File: config.mk
export PLATFORM = sky130hd
export DESIGN_NAME = weighted_degree_string_kernel
export DESIGN_NICKNAME = d
export VERILOG_FILES = /design/src/rtl/wdsk_pkg.sv /design/src/rtl/wdsk_front.sv /design/src/rtl/wdsk_queue.sv /design/src/rtl/wdsk_back.sv /design/src/rtl/weighted_degree_string_kernel.sv
export SDC_FILE = /design/constraint.sdc
export NUM_CORES = 1
export LEC_CHECK = 0
export CELL_PAD_IN_SITES_DETAIL_PLACEMENT = 1
export CELL_PAD_IN_SITES_GLOBAL_PLACEMENT = 2
export CORE_MARGIN = 2
export CORE_UTILIZATION = 43
export CTS_CLUSTER_DIAMETER = 100
export DETAILED_ROUTE_END_ITERATION = 8
export DONT_BUFFER_PORTS = 1
export PLACE_DENSITY_LB_ADDON = 0.2
export SYNTH_ARGS = -nofsm -noshare
export SYNTH_HDL_FRONTEND = slang
export SYNTH_SLANG_ARGS = --single-unit
export TNS_END_PERCENT = 50
File: constraint.sdc
create_clock -name clk -period 8.4 [get_ports clk]
set_clock_uncertainty 0.1 [all_clocks]
set_input_delay 0.42 -clock clk [delete_from_list [all_inputs] [get_ports clk]]
set_output_delay 0.42 -clock clk [all_outputs]
set_load 0.02 [all_outputs]
File: src/rtl/wdsk_pkg.sv
// ----------------------------------------------------------------------------
// wdsk_pkg
// Shared constants and types of the weighted degree string kernel.
// ----------------------------------------------------------------------------
package wdsk_pkg;

  localparam int MAX_DEGREE  = 8;
  localparam int SYMBOL_BITS = 8;

  localparam int NUM_WEIGHTS = 8;
  localparam int WEIGHT_W    = 16;
  localparam int SUM_W       = 32;
  localparam int CFG_INDEX_W = 3;

  // run length 0..MAX_DEGREE
  localparam int RUN_W    = $clog2(MAX_DEGREE + 1);
  // sum of up to MAX_DEGREE signed weights
  localparam int PREFIX_W = WEIGHT_W + RUN_W;

  localparam int QUEUE_DEPTH = 2;
  localparam int QUEUE_AW    = (QUEUE_DEPTH > 1) ? $clog2(QUEUE_DEPTH) : 1;
  localparam int QUEUE_CW    = $clog2(QUEUE_DEPTH + 1);

  localparam logic [CFG_INDEX_W-1:0] REG_WEIGHT_1 = CFG_INDEX_W'(0);

  // one classified pair: run length ending here (zero on mismatch), end mark
  typedef struct packed {
    logic [RUN_W-1:0] run;
    logic             last;
  } wdsk_item_t;

endpackage

File: src/rtl/wdsk_front.sv
// ----------------------------------------------------------------------------
// wdsk_front
// Accepts symbol pairs, compares them and tracks the current match run.
// ----------------------------------------------------------------------------
module wdsk_front import wdsk_pkg::*; (
  input  logic                   clk,
  input  logic                   rst,
  input  logic                   in_valid,
  output logic                   in_ready,
  input  logic [7:0]             left_symbol,
  input  logic [7:0]             right_symbol,
  input  logic                   final_pair,
  input  logic                   q_full,
  output logic                   q_push,
  output wdsk_item_t             q_item
);

  logic [RUN_W-1:0] match_run;
  logic [RUN_W-1:0] match_run_next;
  logic             match;

  assign match = left_symbol[SYMBOL_BITS-1:0] == right_symbol[SYMBOL_BITS-1:0];

  always_comb begin
    if (!match) begin
      match_run_next = '0;
    end else if (match_run == RUN_W'(MAX_DEGREE)) begin
      match_run_next = match_run;
    end else begin
      match_run_next = match_run + RUN_W'(1);
    end
  end

  assign in_ready    = !q_full;
  assign q_push      = in_valid && in_ready;
  assign q_item.run  = match_run_next;
  assign q_item.last = final_pair;

  always_ff @(posedge clk) begin
    if (rst) begin
      match_run <= '0;
    end else if (q_push) begin
      // drop the run at a string end
      match_run <= final_pair ? '0 : match_run_next;
    end
  end

endmodule

File: src/rtl/wdsk_queue.sv
// ----------------------------------------------------------------------------
// wdsk_queue
// Short FIFO of classified pairs between the front and back parts.
// ----------------------------------------------------------------------------
module wdsk_queue import wdsk_pkg::*; (
  input  logic       clk,
  input  logic       rst,
  input  logic       push,
  input  wdsk_item_t push_item,
  output logic       full,
  input  logic       pop,
  output logic       head_valid,
  output wdsk_item_t head_item
);

  wdsk_item_t            slots [QUEUE_DEPTH];
  logic [QUEUE_AW-1:0]   wr_ptr;
  logic [QUEUE_AW-1:0]   rd_ptr;
  logic [QUEUE_CW-1:0]   count;

  function automatic logic [QUEUE_AW-1:0] advance(input logic [QUEUE_AW-1:0] p);
    logic [QUEUE_AW-1:0] r;
    r = (p == QUEUE_AW'(QUEUE_DEPTH - 1)) ? '0 : p + QUEUE_AW'(1);
    return r;
  endfunction

  assign full       = count == QUEUE_CW'(QUEUE_DEPTH);
  assign head_valid = count != '0;
  assign head_item  = slots[rd_ptr];

  always_ff @(posedge clk) begin
    if (push) begin
      slots[wr_ptr] <= push_item;
    end
  end

  always_ff @(posedge clk) begin
    if (rst) begin
      wr_ptr <= '0;
      rd_ptr <= '0;
      count  <= '0;
    end else begin
      if (push) begin
        wr_ptr <= advance(wr_ptr);
      end
      if (pop) begin
        rd_ptr <= advance(rd_ptr);
      end
      unique case ({push, pop})
        2'b10:   count <= count + QUEUE_CW'(1);
        2'b01:   count <= count - QUEUE_CW'(1);
        default: count <= count;
      endcase
    end
  end

endmodule

File: src/rtl/wdsk_back.sv
// ----------------------------------------------------------------------------
// wdsk_back
// Holds the weights, adds the prefix sum for each run and saturates.
// ----------------------------------------------------------------------------
module wdsk_back import wdsk_pkg::*; (
  input  logic                   clk,
  input  logic                   rst,
  input  logic                   cfg_we,
  input  logic [CFG_INDEX_W-1:0] cfg_index,
  input  logic [WEIGHT_W-1:0]    cfg_data,
  input  logic                   head_valid,
  input  wdsk_item_t             head_item,
  output logic                   pop,
  output logic                   out_valid,
  input  logic                   out_ready,
  output logic [SUM_W-1:0]       kernel_value,
  output logic                   saturated
);

  logic signed [WEIGHT_W-1:0] weight [NUM_WEIGHTS];
  logic signed [PREFIX_W-1:0] prefix [MAX_DEGREE+1];
  logic [CFG_INDEX_W-1:0]     cfg_slot;
  logic signed [WEIGHT_W:0]   weight_delta;
  logic signed [SUM_W-1:0]    running_sum;
  logic                       clip_flag;
  logic signed [SUM_W:0]      wide_sum;
  logic signed [SUM_W-1:0]    sum_next;
  logic                       clip_next;
  logic                       over;

  assign cfg_slot     = cfg_index - REG_WEIGHT_1;
  assign weight_delta = (WEIGHT_W+1)'($signed(cfg_data)) - (WEIGHT_W+1)'(weight[cfg_slot]);

  assign wide_sum = (SUM_W+1)'(running_sum) + (SUM_W+1)'(prefix[head_item.run]);
  assign over     = wide_sum[SUM_W] != wide_sum[SUM_W-1];

  always_comb begin
    if (!over) begin
      sum_next = wide_sum[SUM_W-1:0];
    end else if (wide_sum[SUM_W]) begin
      sum_next = {1'b1, {(SUM_W-1){1'b0}}};
    end else begin
      sum_next = {1'b0, {(SUM_W-1){1'b1}}};
    end
    clip_next = clip_flag || over;
  end

  // hold a final pair until the output register frees up
  assign pop = head_valid && (!head_item.last || !out_valid || out_ready);

  // prefix[m] = weight_1 + ... + weight_m; a write moves every sum that
  // includes the weight by the change of that weight
  always_ff @(posedge clk) begin
    if (rst) begin
      for (int k = 0; k < NUM_WEIGHTS; k++) begin
        weight[k] <= '0;
      end
      for (int m = 0; m <= MAX_DEGREE; m++) begin
        prefix[m] <= '0;
      end
    end else if (cfg_we && (32'(cfg_index) < NUM_WEIGHTS)) begin
      weight[cfg_slot] <= cfg_data;
      for (int m = 1; m <= MAX_DEGREE; m++) begin
        if (m > int'(cfg_slot)) begin
          prefix[m] <= prefix[m] + PREFIX_W'(weight_delta);
        end
      end
    end
  end

  always_ff @(posedge clk) begin
    if (rst) begin
      running_sum <= '0;
      clip_flag   <= 1'b0;
      out_valid   <= 1'b0;
    end else begin
      if (out_valid && out_ready) begin
        out_valid <= 1'b0;
      end
      if (pop) begin
        if (head_item.last) begin
          running_sum <= '0;
          clip_flag   <= 1'b0;
          out_valid   <= 1'b1;
        end else begin
          running_sum <= sum_next;
          clip_flag   <= clip_next;
        end
      end
    end
  end

  always_ff @(posedge clk) begin
    if (pop && head_item.last) begin
      kernel_value <= sum_next;
      saturated    <= clip_next;
    end
  end

endmodule

File: src/rtl/weighted_degree_string_kernel.sv
// ----------------------------------------------------------------------------
// weighted_degree_string_kernel
// Weighted degree string kernel over a stream of symbol pairs.
// ----------------------------------------------------------------------------
// Throughput: one symbol pair per cycle, sustained, under no output stall.
// Result path: the final pair passes through the front-to-back queue, then
//   the back loads the output register with the result; a result still
//   waiting there holds the next final pair in the queue.
// Reset: rst clears the run counter, accumulator, clip flag, queue, output
//   valid and all weights to zero; the block takes pairs the cycle after.
// ----------------------------------------------------------------------------
// The front compares each pair and keeps the run of matches ending at it,
// capped at the maximum degree; it ships the run length and end mark into a
// two-entry queue. The back adds the prefix sum of the first run weights to
// the accumulator with saturation, and on the final pair loads the output
// register and clears the accumulator. A waiting result only stalls the back
// at the next final pair; the queue absorbs the front meanwhile.
module weighted_degree_string_kernel import wdsk_pkg::*; (
  input  logic                   clk,
  input  logic                   rst,
  input  logic                   in_valid,
  output logic                   in_ready,
  input  logic [7:0]             left_symbol,
  input  logic [7:0]             right_symbol,
  input  logic                   final_pair,
  output logic                   out_valid,
  input  logic                   out_ready,
  output logic [SUM_W-1:0]       kernel_value,
  output logic                   saturated,
  input  logic                   cfg_we,
  input  logic [CFG_INDEX_W-1:0] cfg_index,
  input  logic [WEIGHT_W-1:0]    cfg_data
);

  logic       q_full;
  logic       q_push;
  logic       q_pop;
  logic       q_head_valid;
  wdsk_item_t q_item;
  wdsk_item_t q_head;

  // classify pairs and track the match run
  wdsk_front u_front (
    .clk          (clk),
    .rst          (rst),
    .in_valid     (in_valid),
    .in_ready     (in_ready),
    .left_symbol  (left_symbol),
    .right_symbol (right_symbol),
    .final_pair   (final_pair),
    .q_full       (q_full),
    .q_push       (q_push),
    .q_item       (q_item)
  );

  // decouple the front from the back
  wdsk_queue u_queue (
    .clk        (clk),
    .rst        (rst),
    .push       (q_push),
    .push_item  (q_item),
    .full       (q_full),
    .pop        (q_pop),
    .head_valid (q_head_valid),
    .head_item  (q_head)
  );

  // accumulate, saturate and deliver the result transfer
  wdsk_back u_back (
    .clk          (clk),
    .rst          (rst),
    .cfg_we       (cfg_we),
    .cfg_index    (cfg_index),
    .cfg_data     (cfg_data),
    .head_valid   (q_head_valid),
    .head_item    (q_head),
    .pop          (q_pop),
    .out_valid    (out_valid),
    .out_ready    (out_ready),
    .kernel_value (kernel_value),
    .saturated    (saturated)
  );

endmodule
==> results.ini, run 1 <==
[routing]
drc = 0
wl_per_cell_um = 23.8
via_per_inst = 6.02
drtPass1Iterations = 5
wirelength_um = 79600
final_antenna_net_count = 0
drtIter0Drc = 1260
via_count = 20100

[clocking]
post_cts_resized = 0
cts_buffers = 46
cts_tree = yes
root_buffer = clkbuf_16
h-tree-depth = 2
clk_pin_slew_ns = 0.07
postCtsSetupRepairBufs = 0
clk_latency_ns = 0.61
cts.sinks = 374
cts_max_path_buffers = 3

[worst_setup_path]
crit_cells = 19
rr_worst_depth = 19
crit_path_end_kind = flop
crit_path_max_fanout = 39
cpMostUsedCell = a21oi_1
critPathTopFamily = simple AND/OR/NAND/NOR gates
crit_path_start_kind = flop
required_ns = 8.79
max_stage_delay_ns = 0.80
crit_slowest_cell = and2_1
path_class = flop to flop
cp_cell_sequence = mux2_2, buf_4, and2_1, nand2_1, o21ai_0, a21oi_1, a21oi_1, ha_1, fa_1, a211oi_1, o211ai_2, a22o_2, a21oi_2, or4_4, and3_1, mux2i_2, nand2b_1, a31oi_1, dlygate4sd3_1
cp.arrival_ns = 7.66
crit_buf_inv = 2

[power]
intPower_mw = 5.62
p_switching_mw = 4.23
pwr-share-comb_pct = 50.0
switching_share_pct = 42.9
p_leak_nw = 11.0
seq_power_share_pct = 29.0
power.clock.fraction_pct = 21.0
irDropWorstVdd_mv = 0.203
power.density_nw_per_um2 = 351

[final_layout]
finalNetCount = 2811
fillCellCount = 6442
areaGrowthSynthToFinish_pct = 10.9
final_util_pct = 48.4
antenna_cells = 0
drive_above_1_share_pct = 7.52

[sta]
rsz0062_at_grt = no
period_share_pct = 86.5
fmax_mhz = 138
period_minus_slack_ns = 7.27
drv_slew = 0
timing_hold_violations_final = 0
setup_tns_ns = 0
tightest_slew_ns = 1.14
setup_viol = 0
max_slew_margin_pct = 23.8

[flow_run]
max-cap-violations = 0

[die]
io_pins = 76
placementRows = 88
coreArea_um2 = 57900
dieArea_um2 = 60800
die_w_um = 247
die_h_um = 247
start_util_pct = 43.7

[placement]
port-buffer-count = 0
gp_congestion = 0.862
post-dp-hpwl_um = 55100

[global_route]
overflow = 0
grt_pass1_wl_um = 122000
grtUsageTotal_pct = 26.2
antenna_found_initial = 4
grt_max_degree = 71
grt_pass1_vias = 20800

[synth]
avgSynthCellArea_um2 = 9.98
synth_edf_count = 331
yosysTopAreaCellShare_pct = 39.3
synthTopCellsByArea = edfxtp_1 (39%), ha_1 (11%), nor2_1 (4.1%), and2_1 (3.8%), xnor2_1 (3.5%)
yosysUniqueCellTypes = 83
synthCells = 2535
synthFlopType = edfxtp_1
syn_nets = 2799
netlist_area_um2 = 25300
async_reset_ff_share_pct = 0
ys_warn_count = 0
seq_area_frac_synth_pct = 42.7
synth_top_area_cell = edfxtp_1
synth_seq_cells = 374

[worst_hold_path]
hp-class = primary input to flop
hold-path-cell-count = 2

[run_status]
status = complete, no violations

[per-layer routing]
layer | global-route usage [%] | vias up | routed length, µm
met5 | 0 | - | 13
met4 | 7.42 | 2 | 2040
met3 | 3.52 | 116 | 3920
met2 | 43.6 | 433 | 37300
met1 | 35.6 | 10100 | 36300
li1 | - | 9471 | -
[final cells by class]
type,instances,area [µm²],area share (%)
clock inverter,24,302,1.07
inverter,56,210,0.749
clock buffer,57,1220,4.36
multi-input combinational,2007,14000,49.9
timing repair buffer,62,551,1.96
tap,765,957,3.41
sequential,374,10800,38.5
[logic make-up after synthesis]
kind of cell / after synthesis / share of synthesized area [%]
fa+ha+maj: 223 / 11.3
flops: 374 / 42.7
simple gates: 870 / 16.9
xor+xnor: 173 / 5.99
compound gates: 668 / 17.3
mux: 73 / 3.44
buf+inv: 154 / 2.39
[cells in the mapped netlist (7+ instances only)]
master / count
buf_1: 11
o21bai_1: 35
inv_1: 54
o21a_1: 10
ha_1: 213
dfxtp_1: 43
xnor2_1: 102
mux2_2: 18
a311oi_1: 21
edfxtp_1: 331
xor2_1: 71
mux2i_1: 45
nor3b_1: 12
nand2_1: 182
a211oi_1: 44
fa_1: 10
a22oi_1: 10
o21ai_0: 139
and2_0: 9
or2_2: 22
o211ai_1: 20
mux4_2: 9
nor2b_1: 12
nand2b_1: 17
a21o_1: 66
and3_1: 18
a21oi_1: 178
nor2_1: 273
a221oi_1: 19
o22ai_1: 7
nand4_1: 16
or3_1: 31
nor4_1: 16
and2_1: 154
o31ai_1: 14
nor3_1: 46
a31oi_1: 39
nand3_1: 39
clkbuf_1: 78
[placed cells by master (no fill, tap or decap), drive strengths merged, types with 7 or more instances in the layout]
master,instances
nor3,46
a211oi,44
ha,213
a31oi,41
mux4,9
and3,18
a311oi,21
mux2,18
xnor2,102
o31ai,14
xor2,71
and2,163
fa,10
nand2,183
or2,22
edfxtp,331
nand2b,17
nor4,16
nor2b,12
or3,31
o211ai,21
o21ai,142
clkinv,14
nor3b,12
buf,38
nor2,273
a21oi,179
a22oi,10
dlygate4sd3,24
inv,57
a221oi,19
dfxtp,43
clkbuf,57
o21a,10
a21o,67
o21bai,35
nand4,16
o22ai,7
mux2i,46
nand3,39
[path summary, 6_finish.rpt]
check / start / end / slack (ns)
max reg2reg: flop / u_back.running_sum[10] / 1.13
min reg2reg: u_back.running_sum[20] / u_back.running_sum[20] / 0.39
min: cfg_data[0] / u_back.weight[2][0] / 0.09
max: flop / u_back.running_sum[10] / 1.13
[power groups by stage]
stage               logic, mW  clock network (mW)  registers [mW]
global placement         4.70                   0            2.89
CTS                      4.90                2.10            2.86
finish                   4.92                2.07            2.86
global route             5.47                2.17            2.90
detailed placement       4.83                   0            2.90
floorplan                3.56                   0            2.78
[worst reg2reg max path: cells and delay by family, from the launching register on]
family / cells / cell delay [ns]
mux: 2 / 0.79
fa+ha+maj: 2 / 0.57
buf+inv: 2 / 1.08
simple gates: 5 / 2.46
flops: 1 / 0.68
compound gates: 8 / 1.48
[flip-flops by register name (all words and copies together) (netlist names), named ones only]
name,cells
u_back.clip_flag,1
u_back.kernel_value,32
u_back.out_valid,1
u_back.prefix,160
u_back.running_sum,32
u_back.saturated,1
u_back.weight,128
u_front.match_run,4
u_queue.count,2
u_queue.rd_ptr,1
u_queue.slots,10
u_queue.wr_ptr,1
[per-stage QoR]
step           hold slack, ns  power (mW)  cells  setup slack [ns]  cell area (µm²)
2_1_floorplan           0.347        6.35   2535              2.21            25300
3_5_place_dp            0.376        7.72   3239              1.64            26300
6_report               0.0871        9.85   3345              1.13            28100
5_1_grt                0.0864        10.5   3345             0.783            28100
4_1_cts                0.0663        9.86   3345              1.12            28100
3_3_place_gp            0.362        7.59   3239              1.73            26300
[repair_timing]
item / CTS / global route
hold endpoints to repair: 154 / 0
hold buffers: 25 / 0
setup endpoints to repair: 0 / 0
Power figures use the tool's default switching activity.
==> inputs of run 2 (changes only) <==
CTS_BUF_LIST = sky130_fd_sc_hd__clkbuf_4 sky130_fd_sc_hd__clkbuf_8 sky130_fd_sc_hd__clkbuf_16   (was default)
==> run 2 against run 1 <==
- die area is the same
- non-clock buffer count decreased by 1
- utilization barely moved
- clock power barely moved
- critical endpoint unchanged
==> results.ini, run 2 (same netlist as run 1, synthesis figures left out) <==
[final_layout]
final_cell_mix = edfxtp_1 (331), nor2_1 (272), ha_1 (213)
top_regs = u_back.prefix x160, u_back.weight x128
drive_above_1_share_pct = 7.83
top_register = u_back.prefix
finalNetCount = 2810
final_common_cell = edfxtp_1
areaGrowthSynthToFinish_pct = 11.0
largest_reg_flops = 160

[routing]
drtPass1Iterations = 5
wirelength_um = 79600
wl_per_cell_um = 23.8
final_antenna_net_count = 0
via_count = 20100
via_per_inst = 6.00
drc = 0
drtIter0Drc = 1256

[die]
die_w_um = 247
start_util_pct = 43.7
coreArea_um2 = 57900
die_h_um = 247
dieArea_um2 = 60800
io_pins = 76
placementRows = 88

[placement]
pre_cts_slack_ns = 1.64
port-buffer-count = 0
post-dp-hpwl_um = 55100
gp_congestion = 0.862

[global_route]
grt_pass1_wl_um = 122000
overflow = 0
grt_max_degree = 71
grt_pass1_vias = 20800
grtUsageTotal_pct = 26.2
antenna_found_initial = 4

[worst_setup_path]
cp.arrival_ns = 7.68
crit_path_max_fanout = 39
crit_path_end_kind = flop
required_ns = 8.79
path_class = flop to flop
crit_path_start_kind = flop

[power]
power.density_nw_per_um2 = 352
irDropWorstVdd_mv = 0.182
p_leak_nw = 11.1

[worst_hold_path]
hp-class = primary input to flop

[sta]
timing_hold_violations_final = 0
setup_viol = 0
fin_ws_ns = 1.11
setup_tns_ns = 0
tightest_slew_ns = 1.15
max_slew_margin_pct = 23.0
period_minus_slack_ns = 7.29
fmax_mhz = 137
drv_slew = 0
rsz0062_at_grt = no
period_share_pct = 86.8

[clocking]
cts.sinks = 374
clk_pin_slew_ns = 0.06
clk_latency_ns = 0.61
root_buffer = clkbuf_16
cts_max_path_buffers = 3
cts_buffers = 46
cts_tree = yes
h-tree-depth = 2

[run_status]
status = complete, no violations

[flow_run]
max-cap-violations = 0

==> run 2: cell types whose count changed in the layout (fill, tap and decap cells not counted) <==
cell / previous run / this run
clkbuf_1: 8 / 0
clkbuf_4: 0 / 8
diode_2: 0 / 1
dlygate4sd3_1: 24 / 23
==> run 2: final cells by class <==
type	count	area, µm²
fillers	6439	29800
multi-input cells	2007	14000
flip-flops and latches	374	10800
clock buffers	57	1250
well taps	765	957
repair buffers	61	541
clock inverters	24	302
inverters	56	210
diodes	1	2.50
==> run 2: where the power goes <==
group	internal (mW)	leakage [nW]	switching, mW
Combinational	1.89	6.62	3.04
Sequential	2.54	3.69	0.319
Clock	1.22	0.766	0.868
Total	5.65	11.1	4.23
==> run 2: path summary, 6_finish.rpt <==
| path | from | to | slack (ns) | cells after the start |
|---|---|---|---|---|
| worst max-delay path | flop | u_back.running_sum[10] | 1.11 | 19 |
| worst min-delay path | out_ready | u_back.out_valid | 0.06 | 2 |
| worst max register to register | flop | u_back.running_sum[10] | 1.11 | 19 |
| worst min register to register | u_back.running_sum[20] | u_back.running_sum[20] | 0.39 | 2 |
==> run 2: repair_timing <==
item                                   4_1_cts  5_1_grt
resized for setup                            0        0
hold buffers                                24        0
endpoints found under the hold margin      154        0
setup buffers                                0        0
==> run 2: routing by layer <==
metal  GRT usage, %  wire [µm]
met1           35.6      36300
met2           43.7      37500
met3           3.52       3820
met5              0         13
met4           7.44       2000
==> run 2: worst max-delay path, cell delays in order, from the launching register on <==
cell	delay, ns
dfxtp_1	0.69
mux2_2	0.30
buf_4	0.50
and2_1	0.80
nand2_1	0.19
o21ai_0	0.12
a21oi_1	0.13
a21oi_1	0.38
ha_1	0.30
fa_1	0.27
a211oi_1	0.13
o211ai_2	0.20
a22o_2	0.25
a21oi_2	0.12
or4_4	0.52
and3_1	0.19
mux2i_2	0.50
nand2b_1	0.71
a31oi_1	0.15
dlygate4sd3_1	0.60
==> run 2: through the flow <==
step / total power, mW / hold slack (ns) / area, µm² / utilization (%) / cells
after floorplan: 6.35 / 0.347 / 25300 / - / 2535
after global placement: 7.59 / 0.362 / 26300 / 45.4 / 3239
after detailed placement: 7.72 / 0.376 / 26300 / 45.4 / 3239
final: 9.88 / 0.0580 / 28100 / 48.5 / 3345
after CTS: 9.89 / 0.0192 / 28100 / 48.5 / 3344
after global routing: 10.6 / 0.0518 / 28100 / 48.5 / 3344
